[src/rtl/ptt_pkg.sv]
// ----------------------------------------------------------------------------
// ptt_pkg
// Shared types and codes of the periodic timer table: operation, kind and
// status codes, the table entry layout, the result layout and the command
// and status bundles between controller and datapath.
// ----------------------------------------------------------------------------
`default_nettype none

package ptt_pkg;

  // Default number of table slots.
  localparam int TIMER_SLOTS_DEF = 16;

  // Operation codes.
  localparam logic [2:0] OP_ADD        = 3'd0;
  localparam logic [2:0] OP_REMOVE     = 3'd1;
  localparam logic [2:0] OP_REMOVE_ALL = 3'd2;
  localparam logic [2:0] OP_UPDATE     = 3'd3;
  localparam logic [2:0] OP_FIND       = 3'd4;

  // Result kinds.
  localparam logic [2:0] KIND_DONE    = 3'd0;
  localparam logic [2:0] KIND_FIRED   = 3'd1;
  localparam logic [2:0] KIND_NONE    = 3'd2;
  localparam logic [2:0] KIND_FOUND   = 3'd3;
  localparam logic [2:0] KIND_MISSING = 3'd4;

  // Status codes.
  localparam logic [1:0] STAT_OK   = 2'd0;
  localparam logic [1:0] STAT_NULL = 2'd1;
  localparam logic [1:0] STAT_FULL = 2'd2;

  // One table entry as stored in the RAM.
  typedef struct packed {
    logic [15:0] target;
    logic [31:0] id;
    logic [31:0] period;
    logic [31:0] last_fired;
  } entry_t;

  // One result word before the last flag is attached.
  typedef struct packed {
    logic [2:0]  kind;
    logic [1:0]  status;
    logic [15:0] target;
    logic [31:0] id;
    logic [31:0] interval;
  } res_t;

  // Read address selection relative to the cursor.
  typedef enum logic [1:0] {
    RD_IDX   = 2'd0,
    RD_NEXT  = 2'd1,
    RD_NEXT2 = 2'd2
  } rd_sel_t;

  // Write source selection.
  typedef enum logic [1:0] {
    WR_ADD   = 2'd0,
    WR_FIRE  = 2'd1,
    WR_SHIFT = 2'd2
  } wr_sel_t;

  // Result to load into the hold register.
  typedef enum logic [2:0] {
    RES_DONE    = 3'd0,
    RES_NULL    = 3'd1,
    RES_FULL    = 3'd2,
    RES_FIRED   = 3'd3,
    RES_FOUND   = 3'd4,
    RES_NONE    = 3'd5,
    RES_MISSING = 3'd6
  } res_sel_t;

  // Commands from controller to datapath.
  typedef struct packed {
    logic     cap;
    logic     idx_clr;
    logic     idx_inc;
    rd_sel_t  rd_sel;
    logic     wr_en;
    wr_sel_t  wr_sel;
    logic     cnt_inc;
    logic     cnt_dec;
    logic     cnt_clr;
    logic     hold_load;
    res_sel_t hold_sel;
    logic     push;
    logic     push_last;
  } cmd_t;

  // Status from datapath to controller.
  typedef struct packed {
    logic [2:0] op;
    logic       cnt_zero;
    logic       full;
    logic       null_tgt;
    logic       match;
    logic       fire;
    logic       at_last;
    logic       shift_more;
    logic       hold_v;
    logic       out_free;
  } sts_t;

endpackage

`default_nettype wire

[src/rtl/periodic_timer_table.sv]
// ----------------------------------------------------------------------------
// periodic_timer_table
// Ordered table of periodic timers with add, remove, remove all, find and
// update tick operations. Update fires every entry whose elapsed time is
// strictly greater than its period and reports one word per firing.
//
//   channel  direction  handshake                 payload
//   in_      slave      in_tvalid / in_tready     tdata 112 b, tuser 3 b
//   out_     master     out_tvalid / out_tready   tdata 80 b, tuser 5 b, tlast
//
// Add, remove all and unused codes complete without a table walk. Update
// walks all n stored entries; find walks at most that, stopping at the first
// match; remove walks all n without a match, or walks to the match and
// shifts the rest down. The walk is set by the single read port of the
// entry RAM, one entry a cycle unless a stalled output holds an update.
// Reset clears the fill count, the cursor and the valid flags; entries need
// no clearing pass.
// A stalled output pauses an update walk on the next firing entry.
// ----------------------------------------------------------------------------
`default_nettype none

module periodic_timer_table #(
  parameter int TIMER_SLOTS = ptt_pkg::TIMER_SLOTS_DEF
) (
  input  wire logic         clk,
  input  wire logic         rst_n,
  input  wire logic         in_tvalid,
  output logic              in_tready,
  // [15:0] target, [47:16] timer_id, [79:48] interval, [111:80] now_time
  input  wire logic [111:0] in_tdata,
  // [2:0] operation
  input  wire logic [2:0]   in_tuser,
  output logic              out_tvalid,
  input  wire logic         out_tready,
  // [15:0] fired_target, [47:16] fired_id, [79:48] found_interval
  output logic [79:0]       out_tdata,
  // [2:0] kind, [4:3] status
  output logic [4:0]        out_tuser,
  // last_result
  output logic              out_tlast
);

  ptt_pkg::cmd_t cmd;
  ptt_pkg::sts_t sts;

  // Operation sequencer.
  ptt_ctrl u_ctrl (
    .clk       (clk),
    .rst_n     (rst_n),
    .in_tvalid (in_tvalid),
    .in_tready (in_tready),
    .sts       (sts),
    .cmd       (cmd)
  );

  // Table storage and result path.
  ptt_dp #(
    .TIMER_SLOTS (TIMER_SLOTS)
  ) u_dp (
    .clk        (clk),
    .rst_n      (rst_n),
    .in_tuser   (in_tuser),
    .in_tdata   (in_tdata),
    .out_tvalid (out_tvalid),
    .out_tready (out_tready),
    .out_tdata  (out_tdata),
    .out_tuser  (out_tuser),
    .out_tlast  (out_tlast),
    .cmd        (cmd),
    .sts        (sts)
  );

endmodule

`default_nettype wire

[src/rtl/ptt_ram.sv]
// ----------------------------------------------------------------------------
// ptt_ram
// Generic simple dual-port RAM: one write port, one read port with the read
// data registered. No reset; contents are undefined until written.
// ----------------------------------------------------------------------------
`default_nettype none

module ptt_ram #(
  parameter int WIDTH = 112,
  parameter int DEPTH = 16
) (
  input  wire logic                     clk,
  input  wire logic                     wr_en,
  input  wire logic [$clog2(DEPTH)-1:0] wr_addr,
  input  wire logic [WIDTH-1:0]         wr_data,
  input  wire logic [$clog2(DEPTH)-1:0] rd_addr,
  output logic      [WIDTH-1:0]         rd_data
);

  logic [WIDTH-1:0] mem [DEPTH];

  // Write port and registered read port.
  always_ff @(posedge clk) begin
    if (wr_en) begin
      mem[wr_addr] <= wr_data;
    end
    rd_data <= mem[rd_addr];
  end

endmodule

`default_nettype wire

[src/rtl/ptt_ctrl.sv]
// ----------------------------------------------------------------------------
// ptt_ctrl
// Controller of the periodic timer table. Sequences each operation: capture,
// dispatch, table walk, entry shift after a remove, and result flush.
// ----------------------------------------------------------------------------
`default_nettype none

module ptt_ctrl (
  input  wire logic          clk,
  input  wire logic          rst_n,
  input  wire logic          in_tvalid,
  output logic               in_tready,
  input  wire ptt_pkg::sts_t sts,
  output ptt_pkg::cmd_t      cmd
);

  typedef enum logic [4:0] {
    ST_IDLE  = 5'b00001,
    ST_EXEC  = 5'b00010,
    ST_SCAN  = 5'b00100,
    ST_SHIFT = 5'b01000,
    ST_FLUSH = 5'b10000
  } state_t;

  state_t state_r, state_nxt;

  // State register.
  always_ff @(posedge clk) begin
    if (!rst_n) begin
      state_r <= ST_IDLE;
    end else begin
      state_r <= state_nxt;
    end
  end

  // Next state and commands.
  always_comb begin
    state_nxt     = state_r;
    in_tready     = 1'b0;
    cmd           = '0;
    cmd.rd_sel    = ptt_pkg::RD_IDX;
    cmd.wr_sel    = ptt_pkg::WR_ADD;
    cmd.hold_sel  = ptt_pkg::RES_DONE;
    case (state_r)
      ST_IDLE: begin
        in_tready = 1'b1;
        if (in_tvalid) begin
          cmd.cap     = 1'b1;
          cmd.idx_clr = 1'b1;
          state_nxt   = ST_EXEC;
        end
      end

      // Operations without a walk complete here; walks start at slot zero.
      ST_EXEC: begin
        case (sts.op)
          ptt_pkg::OP_ADD: begin
            cmd.hold_load = 1'b1;
            if (sts.null_tgt) begin
              cmd.hold_sel = ptt_pkg::RES_NULL;
            end else if (sts.full) begin
              cmd.hold_sel = ptt_pkg::RES_FULL;
            end else begin
              cmd.wr_en   = 1'b1;
              cmd.wr_sel  = ptt_pkg::WR_ADD;
              cmd.cnt_inc = 1'b1;
            end
            state_nxt = ST_FLUSH;
          end
          ptt_pkg::OP_REMOVE_ALL: begin
            cmd.cnt_clr   = 1'b1;
            cmd.hold_load = 1'b1;
            state_nxt     = ST_FLUSH;
          end
          ptt_pkg::OP_REMOVE, ptt_pkg::OP_FIND, ptt_pkg::OP_UPDATE: begin
            if (sts.cnt_zero) begin
              cmd.hold_load = 1'b1;
              if (sts.op == ptt_pkg::OP_FIND) begin
                cmd.hold_sel = ptt_pkg::RES_MISSING;
              end else if (sts.op == ptt_pkg::OP_UPDATE) begin
                cmd.hold_sel = ptt_pkg::RES_NONE;
              end
              state_nxt = ST_FLUSH;
            end else begin
              state_nxt = ST_SCAN;
            end
          end
          default: begin
            cmd.hold_load = 1'b1;
            state_nxt     = ST_FLUSH;
          end
        endcase
      end

      // The read data holds the entry under the cursor.
      ST_SCAN: begin
        case (sts.op)
          ptt_pkg::OP_FIND: begin
            if (sts.match) begin
              cmd.hold_load = 1'b1;
              cmd.hold_sel  = ptt_pkg::RES_FOUND;
              state_nxt     = ST_FLUSH;
            end else if (sts.at_last) begin
              cmd.hold_load = 1'b1;
              cmd.hold_sel  = ptt_pkg::RES_MISSING;
              state_nxt     = ST_FLUSH;
            end else begin
              cmd.idx_inc = 1'b1;
              cmd.rd_sel  = ptt_pkg::RD_NEXT;
            end
          end
          ptt_pkg::OP_REMOVE: begin
            if (sts.match) begin
              cmd.rd_sel = ptt_pkg::RD_NEXT;
              state_nxt  = ST_SHIFT;
            end else if (sts.at_last) begin
              cmd.hold_load = 1'b1;
              state_nxt     = ST_FLUSH;
            end else begin
              cmd.idx_inc = 1'b1;
              cmd.rd_sel  = ptt_pkg::RD_NEXT;
            end
          end
          ptt_pkg::OP_UPDATE: begin
            if (sts.fire && sts.hold_v && !sts.out_free) begin
              // Output side is full: stay on this entry.
              cmd.rd_sel = ptt_pkg::RD_IDX;
            end else begin
              if (sts.fire) begin
                cmd.wr_en     = 1'b1;
                cmd.wr_sel    = ptt_pkg::WR_FIRE;
                cmd.hold_load = 1'b1;
                cmd.hold_sel  = ptt_pkg::RES_FIRED;
                cmd.push      = sts.hold_v;
              end
              if (sts.at_last) begin
                if (!sts.fire && !sts.hold_v) begin
                  cmd.hold_load = 1'b1;
                  cmd.hold_sel  = ptt_pkg::RES_NONE;
                end
                state_nxt = ST_FLUSH;
              end else begin
                cmd.idx_inc = 1'b1;
                cmd.rd_sel  = ptt_pkg::RD_NEXT;
              end
            end
          end
          default: begin
            cmd.hold_load = 1'b1;
            state_nxt     = ST_FLUSH;
          end
        endcase
      end

      // Move the following entries down one slot.
      ST_SHIFT: begin
        if (sts.shift_more) begin
          cmd.wr_en   = 1'b1;
          cmd.wr_sel  = ptt_pkg::WR_SHIFT;
          cmd.rd_sel  = ptt_pkg::RD_NEXT2;
          cmd.idx_inc = 1'b1;
        end else begin
          cmd.cnt_dec   = 1'b1;
          cmd.hold_load = 1'b1;
          state_nxt     = ST_FLUSH;
        end
      end

      // Hand the final result word to the output register.
      ST_FLUSH: begin
        if (sts.out_free) begin
          cmd.push      = 1'b1;
          cmd.push_last = 1'b1;
          state_nxt     = ST_IDLE;
        end
      end

      default: begin
        state_nxt = ST_IDLE;
      end
    endcase
  end

endmodule

`default_nettype wire

[src/rtl/ptt_dp.sv]
// ----------------------------------------------------------------------------
// ptt_dp
// Datapath of the periodic timer table: operand capture, entry RAM, cursor
// and fill count, match and firing compare, result hold and output register.
// ----------------------------------------------------------------------------
`default_nettype none

module ptt_dp #(
  parameter int TIMER_SLOTS = ptt_pkg::TIMER_SLOTS_DEF
) (
  input  wire logic          clk,
  input  wire logic          rst_n,
  input  wire logic [2:0]    in_tuser,
  input  wire logic [111:0]  in_tdata,
  output logic               out_tvalid,
  input  wire logic          out_tready,
  output logic [79:0]        out_tdata,
  output logic [4:0]         out_tuser,
  output logic               out_tlast,
  input  wire ptt_pkg::cmd_t cmd,
  output ptt_pkg::sts_t      sts
);

  localparam int IDXW = $clog2(TIMER_SLOTS);
  localparam int CNTW = $clog2(TIMER_SLOTS + 1);
  localparam int EW   = $bits(ptt_pkg::entry_t);

  // Captured operands.
  logic [2:0]  op_r;
  logic [15:0] tgt_r;
  logic [31:0] id_r;
  logic [31:0] per_r;
  logic [31:0] now_r;

  logic [IDXW-1:0] idx_r;
  logic [CNTW-1:0] cnt_r;

  ptt_pkg::res_t hold_r, hold_nxt;
  logic          hold_v_r;
  ptt_pkg::res_t out_r;
  logic          out_last_r;
  logic          out_v_r;

  ptt_pkg::entry_t rd_q, wr_d;
  logic [EW-1:0]   rd_raw;
  logic [IDXW-1:0] rd_addr, wr_addr;
  logic [31:0]     elapsed;
  logic [CNTW-1:0] idx_p1;
  logic            out_free;

  // Operand capture.
  always_ff @(posedge clk) begin
    if (cmd.cap) begin
      op_r  <= in_tuser;
      tgt_r <= in_tdata[15:0];
      id_r  <= in_tdata[47:16];
      per_r <= in_tdata[79:48];
      now_r <= in_tdata[111:80];
    end
  end

  // Cursor and fill count.
  always_ff @(posedge clk) begin
    if (!rst_n) begin
      idx_r <= '0;
      cnt_r <= '0;
    end else begin
      if (cmd.idx_clr) begin
        idx_r <= '0;
      end else if (cmd.idx_inc) begin
        idx_r <= idx_r + IDXW'(1);
      end
      if (cmd.cnt_clr) begin
        cnt_r <= '0;
      end else if (cmd.cnt_inc) begin
        cnt_r <= cnt_r + CNTW'(1);
      end else if (cmd.cnt_dec) begin
        cnt_r <= cnt_r - CNTW'(1);
      end
    end
  end

  // RAM addressing and write data.
  always_comb begin
    case (cmd.rd_sel)
      ptt_pkg::RD_NEXT:  rd_addr = idx_r + IDXW'(1);
      ptt_pkg::RD_NEXT2: rd_addr = idx_r + IDXW'(2);
      default:           rd_addr = idx_r;
    endcase
    wr_addr = idx_r;
    wr_d    = rd_q;
    case (cmd.wr_sel)
      ptt_pkg::WR_ADD: begin
        wr_addr         = cnt_r[IDXW-1:0];
        wr_d.target     = tgt_r;
        wr_d.id         = id_r;
        wr_d.period     = per_r;
        wr_d.last_fired = now_r;
      end
      ptt_pkg::WR_FIRE: begin
        wr_d.last_fired = now_r;
      end
      default: begin
        wr_d = rd_q;
      end
    endcase
  end

  ptt_ram #(
    .WIDTH (EW),
    .DEPTH (TIMER_SLOTS)
  ) u_ram (
    .clk     (clk),
    .wr_en   (cmd.wr_en),
    .wr_addr (wr_addr),
    .wr_data (wr_d),
    .rd_addr (rd_addr),
    .rd_data (rd_raw)
  );

  assign rd_q = ptt_pkg::entry_t'(rd_raw);

  // Status toward the controller.
  assign elapsed  = now_r - rd_q.last_fired;
  assign idx_p1   = CNTW'(idx_r) + CNTW'(1);
  assign out_free = !out_v_r || out_tready;

  always_comb begin
    sts.op         = op_r;
    sts.cnt_zero   = (cnt_r == '0);
    sts.full       = (cnt_r == CNTW'(TIMER_SLOTS));
    sts.null_tgt   = (tgt_r == 16'd0);
    sts.match      = (rd_q.target == tgt_r) && (rd_q.id == id_r);
    sts.fire       = (elapsed > rd_q.period);
    sts.at_last    = (idx_p1 == cnt_r);
    sts.shift_more = (idx_p1 < cnt_r);
    sts.hold_v     = hold_v_r;
    sts.out_free   = out_free;
  end

  // Result word selection.
  always_comb begin
    hold_nxt = '0;
    case (cmd.hold_sel)
      ptt_pkg::RES_NULL: begin
        hold_nxt.kind   = ptt_pkg::KIND_DONE;
        hold_nxt.status = ptt_pkg::STAT_NULL;
      end
      ptt_pkg::RES_FULL: begin
        hold_nxt.kind   = ptt_pkg::KIND_DONE;
        hold_nxt.status = ptt_pkg::STAT_FULL;
      end
      ptt_pkg::RES_FIRED: begin
        hold_nxt.kind     = ptt_pkg::KIND_FIRED;
        hold_nxt.target   = rd_q.target;
        hold_nxt.id       = rd_q.id;
        hold_nxt.interval = rd_q.period;
      end
      ptt_pkg::RES_FOUND: begin
        hold_nxt.kind     = ptt_pkg::KIND_FOUND;
        hold_nxt.target   = rd_q.target;
        hold_nxt.id       = rd_q.id;
        hold_nxt.interval = rd_q.period;
      end
      ptt_pkg::RES_NONE:    hold_nxt.kind = ptt_pkg::KIND_NONE;
      ptt_pkg::RES_MISSING: hold_nxt.kind = ptt_pkg::KIND_MISSING;
      default:              hold_nxt.kind = ptt_pkg::KIND_DONE;
    endcase
  end

  // Hold register: keeps the newest result until it is known whether it is
  // the last one of the operation.
  always_ff @(posedge clk) begin
    if (!rst_n) begin
      hold_v_r <= 1'b0;
    end else if (cmd.hold_load) begin
      hold_v_r <= 1'b1;
    end else if (cmd.push) begin
      hold_v_r <= 1'b0;
    end
  end

  always_ff @(posedge clk) begin
    if (cmd.hold_load) begin
      hold_r <= hold_nxt;
    end
  end

  // Output register.
  always_ff @(posedge clk) begin
    if (!rst_n) begin
      out_v_r <= 1'b0;
    end else if (cmd.push) begin
      out_v_r <= 1'b1;
    end else if (out_tready) begin
      out_v_r <= 1'b0;
    end
  end

  always_ff @(posedge clk) begin
    if (cmd.push) begin
      out_r      <= hold_r;
      out_last_r <= cmd.push_last;
    end
  end

  assign out_tvalid = out_v_r;
  assign out_tdata  = {out_r.interval, out_r.id, out_r.target};
  assign out_tuser  = {out_r.status, out_r.kind};
  assign out_tlast  = out_last_r;

  // The fill count never passes the table size.
  a_cnt_range: assert property (@(posedge clk) disable iff (!rst_n)
    cnt_r <= CNTW'(TIMER_SLOTS))
    else $error("timer table fill count out of range");

  // A result is moved forward only when the output register can take it.
  a_push_free: assert property (@(posedge clk) disable iff (!rst_n)
    cmd.push |-> out_free)
    else $error("result pushed into an occupied output register");

  // A held result is never overwritten without being moved forward.
  a_hold_keep: assert property (@(posedge clk) disable iff (!rst_n)
    (cmd.hold_load && hold_v_r) |-> cmd.push)
    else $error("held result overwritten");

endmodule

`default_nettype wire
[config.mk]
export PLATFORM = sky130hd
export DESIGN_NAME = periodic_timer_table
export DESIGN_NICKNAME = d
export VERILOG_FILES = /design/src/rtl/ptt_pkg.sv /design/src/rtl/periodic_timer_table.sv /design/src/rtl/ptt_ram.sv /design/src/rtl/ptt_ctrl.sv /design/src/rtl/ptt_dp.sv
export SDC_FILE = /design/constraint.sdc
export NUM_CORES = 2
export LEC_CHECK = 0
export ABC_AREA = 1
export BUFFER_PORTS_ARGS = -buffer_cell sky130_fd_sc_hd__buf_2
export CAP_MARGIN = 20
export CORE_UTILIZATION = 40
export DETAILED_ROUTE_END_ITERATION = 16
export PLACE_DENSITY_LB_ADDON = 0.08
export SLEW_MARGIN = 20
export SYNTH_ARGS = -nofsm -noshare
export SYNTH_HDL_FRONTEND = slang
export SYNTH_SLANG_ARGS = --single-unit
[constraint.sdc]
create_clock -name clk -period 27.6 [get_ports clk]
set_input_delay 5.52 -clock clk [delete_from_list [all_inputs] [get_ports clk]]
set_output_delay 5.52 -clock clk [all_outputs]
set_load 0.02 [all_outputs]
== Word level (Yosys, flattened, before mapping) ==
Memory sizes are Yosys's and may differ from the RTL's. A register that Yosys moved wholly into a read port is not among the register bits.
Index checks and enable logic that the tools add are counted.

* Register bits after elaboration: 302
* Latch bits: 0
* Memory bits (writable): 1792
* Memory bits (read-only): 0
* Output and inout port bits: 88
* Memories kept: 1

* Add/subtract/negate cells: 6
* Multipliers: 0
* Divide/modulo/power cells: 0
* Magnitude comparators: 2
* Eq/ne operators: 26
* Shift-type cells: 0
* Multiplexer cells: 71
* Bitwise gates (word level): 1
* Reductions and logical operators: 22

{| class="wikitable"
|+ Memory list
! name !! words !! bits a word !! read ports !! clocked after memory_dff !! wr ports !! RTL line !! source
|-
| u_dp.u_ram.mem || 16 || 112 || 1 || 1 || 1 || ptt_ram.sv:20 || <nowiki>logic [WIDTH-1:0] mem [DEPTH];</nowiki>
|}

{| class="wikitable"
|+ Operators by type and width
! cell !! count
|-
| 2-to-1 mux 80 bit || 1
|-
| 2-to-1 mux 5 bit || 13
|-
| 2-to-1 mux 4 bit || 9
|-
| equality test 32 bit || 1
|-
| greater-than comparator 32 bit || 1
|-
| 2-to-1 mux 32 bit || 1
|-
| subtractor 32 bit || 1
|-
| case mux 5 bit (5 select lines) || 1
|-
| 2-to-1 mux 3 bit || 8
|-
| case mux 3 bit (2 select lines) || 4
|-
| 2-to-1 mux 1 bit || 18
|-
| case mux 3 bit (3 select lines) || 2
|-
| equality test 16 bit || 1
|-
| zero test 16 bit || 1
|-
| case mux 5 bit (3 select lines) || 1
|-
| equality test 3 x 2 -> 1 bit, second input constant || 4
|-
| equality test 3 bit, second input constant || 4
|-
| 2-to-1 mux 2 bit || 6
|-
| case mux 3 bit (4 select lines) || 1
|-
| equality test 5 bit, second input constant || 2
|-
| case mux 4 bit (2 select lines) || 1
|-
| OR reduction 2 bit || 4
|-
| equality test 3 x 1 -> 1 bit, second input constant || 2
|-
| 2-to-1 mux 6 bit || 1
|-
| other kinds (29) || 40
|}

== Longest topological paths before layout ==
* Word-level depth: 11
* Gate-level depth with buffers: 40
* Depth with buffers taken out: 38

== Cells and area by module ==
From an unflattened synthesis, not the netlist that was laid out.

* Cells, all modules: 9028
* Area, all modules: 94544.4 sq um

{| class="wikitable"
|+ By module, submodules not included
! module !! times used !! cells an instance !! area an instance (sq um)
|-
| ptt_ram || 1 || 7347 || 78783.1
|-
| ptt_dp || 1 || 1547 || 14989.4
|-
| ptt_ctrl || 1 || 134 || 772.0
|}

== Worst setup path after synthesis ==
Ideal clock, no wire load.

* Path type: input to register
* From: input out_tready
* To: memory u_dp.u_ram.mem[12][0], enable pin
* Library setup time: 0.584 ns
* Arrival: 11.214 ns
* Setup slack: 15.802 ns
* Stages on the path: 8
* Path buffers: 1
* Cell sequence: nor2_1 > nand4_2 > nand2_2 > nand2_4 > buf_6 > o21ai_2 > nand2_1 > nor2_1

* Word-level cells in the longest chain between the ends: 8

{| class="wikitable"
|+ RTL lines
! element !! RTL line !! source
|-
| start, declared || periodic_timer_table.sv:34 || <nowiki>input wire logic out_tready,</nowiki>
|-
| logical OR 1 bit (*) || ptt_dp.sv:126 || <nowiki>assign out_free = !out_v_r || out_tready;</nowiki>
|-
| zero test 1 bit (*) || ptt_ctrl.sv:125 || <nowiki>if (sts.fire && sts.hold_v && !sts.out_free) begin</nowiki>
|-
| logical AND 1 bit (*) || ptt_ctrl.sv:125 ||
|-
| 2-to-1 mux 3 bit (*) || ptt_ctrl.sv:125 ||
|-
| 2-to-1 mux 3 bit (*) || ptt_ctrl.sv:97 || <nowiki>case (sts.op)</nowiki>
|-
| case mux 3 bit (3 select lines) (*) || ptt_ctrl.sv:44 || <nowiki>case (state_r)</nowiki>
|-
| zero test 2 bit / 2-to-1 mux 1 bit (equally long branches) || ptt_dp.sv:92, ptt_ram.sv:24 ||
|-
| 2-to-1 mux 4 bit / 2-to-1 mux 1 bit (equally long branches) || ptt_dp.sv:92, ptt_ram.sv:25 ||
|-
| end, declared || ptt_ram.sv:20 ||
|}

Every way passes the cells marked *; elsewhere a longest branch is shown, timed or not.

== Worst setup path in the final report ==
* From: input out_tready
* To: register u_dp.u_ram.rd_data[68], read port of u_dp.u_ram.mem

* Word-level cells in the longest chain between the ends: 8

{| class="wikitable"
|+ RTL lines
! element !! RTL line !! source
|-
| logical OR 1 bit (*) || ptt_dp.sv:126 ||
|-
| zero test 1 bit (*) || ptt_ctrl.sv:125 ||
|-
| logical AND 1 bit (*) || ptt_ctrl.sv:125 ||
|-
| 2-to-1 mux 2 bit (*) || ptt_ctrl.sv:125 ||
|-
| case mux 3 bit (3 select lines) (*) || ptt_ctrl.sv:97 ||
|-
| case mux 3 bit (2 select lines) (*) || ptt_ctrl.sv:44 ||
|-
| equality test 2 bit / equality test 2 x 1 -> 1 bit (equally long branches) || ptt_dp.sv:85 || <nowiki>case (cmd.rd_sel)</nowiki>
|-
| case mux 4 bit (2 select lines) (*) || ptt_dp.sv:85 ||
|-
| end, declared || ptt_ram.sv:17 || <nowiki>output logic [WIDTH-1:0] rd_data</nowiki>
|}

Marks and branches as above.
A chain may end at the register's enable or synchronous reset.

==> results.cfg <==
[synthesis]
synth_top_area_cell = edfxtp_1
synth_ff_type = edfxtp_1
syn_area_per_cell_um2 = 13.5
synth_edf_count = 2078
synth_top_area_share_pct = 72.1
async_reset_ff_share_pct = 0
synth.net_count = 6629
yosysSeqAreaShare_pct = 75.0
synth_cells = 6433
synth-seq-cells = 2206
yosys_warnings = 0
synth_area_um2 = 86600
synthDistinctLibCells = 49
synth_area_leaders = edfxtp_1, o21ai_0, nor2_1, dfxtp_1, o221ai_1

[power_and_ir_drop]
irDropWorstVdd_uv = 62.0
leakagePower_uw = 0.0332
power_density_nw_per_um2 = 69.9
power.total_uw = 6890

[die]
placementRows = 170
coreArea_um2 = 215000
io_pins = 207
fp.dieH_um = 467
die_w_um = 467
start_util_pct = 40.3
dieArea_um2 = 218000

[layout]
num-nets-final = 6853
syn2layout_area_growth_pct = 13.8
nFillCells = 19262
multiInputGateArea_um2 = 19100
layout_commonest_cell = edfxtp_1
final_area_um2 = 98500
regArea_um2 = 65000
drive_above_1_share_pct = 12.7
final_cell_mix = edfxtp_1, o21ai_0, nor2_1

[run_status]
run_status = finished, final reports clean

[global_route]
antenna_found_initial = 6
grt_max_degree = 218
grt_pass1_wl_um = 360000
grt_pass1_vias = 51991
grtUsageTotal_pct = 22.4
grt.overflow.total = 0

[cts]
post_cts_buffers = 0
hold_buffers = 0
cts_tree = built
htreeDepth = 4
cts_buffers = 229
clk_path_buf_depth = 3
clk_pin_slew_ns = 0.06
clkSinkCount = 2206
cts_resized = 0
clk_latency_ns = 0.87
root_buffer = clkbuf_16

[detailed_routing]
num_vias = 53464
wl_met3_um = 11900
post-route-drc-count = 0
wl_met2_um = 120000
top_layer_used = met4
drtIter0Drc = 4493
ant_nets = 0
wire_per_inst_um = 25.6
dr.pass1.iters = 5
vias_per_cell = 5.51
totalWireLength_um = 248000
drt-met1-wl_um = 110000

[worst_setup_path]
path_cells = buf_2 > nor2_1 > buf_4 > nand4_2 > nand2_1 > nand3_1 > nand2_1 > inv_1 > ha_1 > o21ai_1 > nand2_4 > clkinv_8 > buf_4 > buf_4 > buf_4 > buf_12 > o21ai_0 > o221ai_1 > o211ai_1 > nand2_1
start_kind = input port
reg2reg_depth = 39
worstPathArrival_ns = 12.40
critPathKind = in2reg
critical-path-top-delay-family = buffers and inverters
setup.worst_path.end_class = flop
critPathRequiredTime_ns = 28.40
crit_buf_inv = 8
cp_common_cell = buf_4
cp.depth = 20
slowest_stage = buf_4
max_stage_delay_ns = 0.89
worstPathMaxFanout = 212

[sta]
timing.final.crit_period_ns = 11.60
clock.fmax_mhz = 86.2
setup_viol = 0
final.period_utilization_pct = 42.0
tns_ns = 0
worstMarginPinSlew_ns = 1.13
rsz0062_at_grt = no
worst_slack_ns = 16.00
slew_violations = 0
slew_headroom_pct = 24.6
hold_viol = 0
clock-skew-final_ns = 0.0427

[place]
hpwl_um = 124000
placed_area_um2 = 91200
dp_slack_ns = 15.12
gp_congestion = 0.824
port_buffers = 206

[hold_path]
hp-class = reg2reg
hold_depth = 0

[flow_run]
maxCapViolCount = 0
## metrics by stage
step	hold WS [ns]	std cells	util (%)
after floorplan	0.400	6433	-
after CTS	0.398	9694	45.8
final	0.390	9698	45.9
after detailed placement	0.405	9263	42.4
after global placement	0.400	9261	42.4
after global routing	0.405	9697	45.9
## final timing paths
check / from / to / slack [ns]
hold / removal: u_dp.hold_r[72]$_SDFFCE_PN0P_ / u_dp.out_tdata[8]$_DFFE_PP_ / 0.39
setup / recovery: out_tready / u_dp.u_ram.rd_data[68]$_DFF_P_ / 16.00
setup reg to reg: u_dp.now_r[0]$_DFFE_PP_ / u_dp.u_ram.rd_data[68]$_DFF_P_ / 16.74
hold reg to reg: u_dp.hold_r[72]$_SDFFCE_PN0P_ / u_dp.out_tdata[8]$_DFFE_PP_ / 0.39
## routing by layer
layer  GRT usage (%)  up-vias
met1            31.1    27246
met4            5.66        0
met3            2.93      323
li1                -    24444
met2            37.2     1451
met5               0        -
## cell type report
| type | count | share of cell area, % |
|---|---|---|
| tap | 2838 | 3.60 |
| antenna | 3 | 0.00762 |
| clock inverter | 87 | 0.795 |
| clock buffer | 344 | 6.61 |
| timing repair buffer | 396 | 2.65 |
| multi-input combinational | 3578 | 19.4 |
| sequential | 2206 | 65.9 |
| inverter | 246 | 0.971 |
## logic make-up after synthesis
family,after synthesis,synth area share (%)
DFF,2206,75.0
AOI/OAI and AO/OA,1807,12.5
and+or+nand+nor,1652,7.86
buffers and inverters,649,3.07
adders and majority gates,77,1.13
xor gates and xnor gates,42,0.425
## flip-flops by register name (all words and copies together) (netlist names), 5 cells and up
signal	flops
u_dp.out_tuser	5
u_ctrl.state_r	5
u_dp.u_ram.rd_data	112
u_dp.cnt_r	5
u_dp.hold_r	85
u_dp.now_r	32
u_dp.out_tdata	80
u_dp.tgt_r	16
u_dp.u_ram.mem	1792
u_dp.id_r	32
u_dp.per_r	32
## where the power goes
part / internal [uW] / switching (uW)
registers: 3700 / 13.0
logic: 50.3 / 132
clock network: 1700 / 1300
## Yosys cell counts (all sizes together) (2+ instances only)
| library cell | count |
|---|---|
| a211oi | 4 |
| a21boi | 3 |
| a21o | 3 |
| a21oi | 64 |
| a31oi | 4 |
| buf | 114 |
| clkbuf | 289 |
| dfxtp | 128 |
| edfxtp | 2078 |
| fa | 2 |
| ha | 75 |
| inv | 245 |
| nand2 | 480 |
| nand3 | 44 |
| nand3b | 3 |
| nand4 | 34 |
| nor2 | 1074 |
| nor3 | 9 |
| nor4 | 6 |
| o211ai | 226 |
| o21a | 3 |
| o21ai | 1044 |
| o21bai | 3 |
| o221ai | 225 |
| o22ai | 223 |
| o31ai | 3 |
| xnor2 | 18 |
| xor2 | 24 |
(Power assumes the default switching activity.)
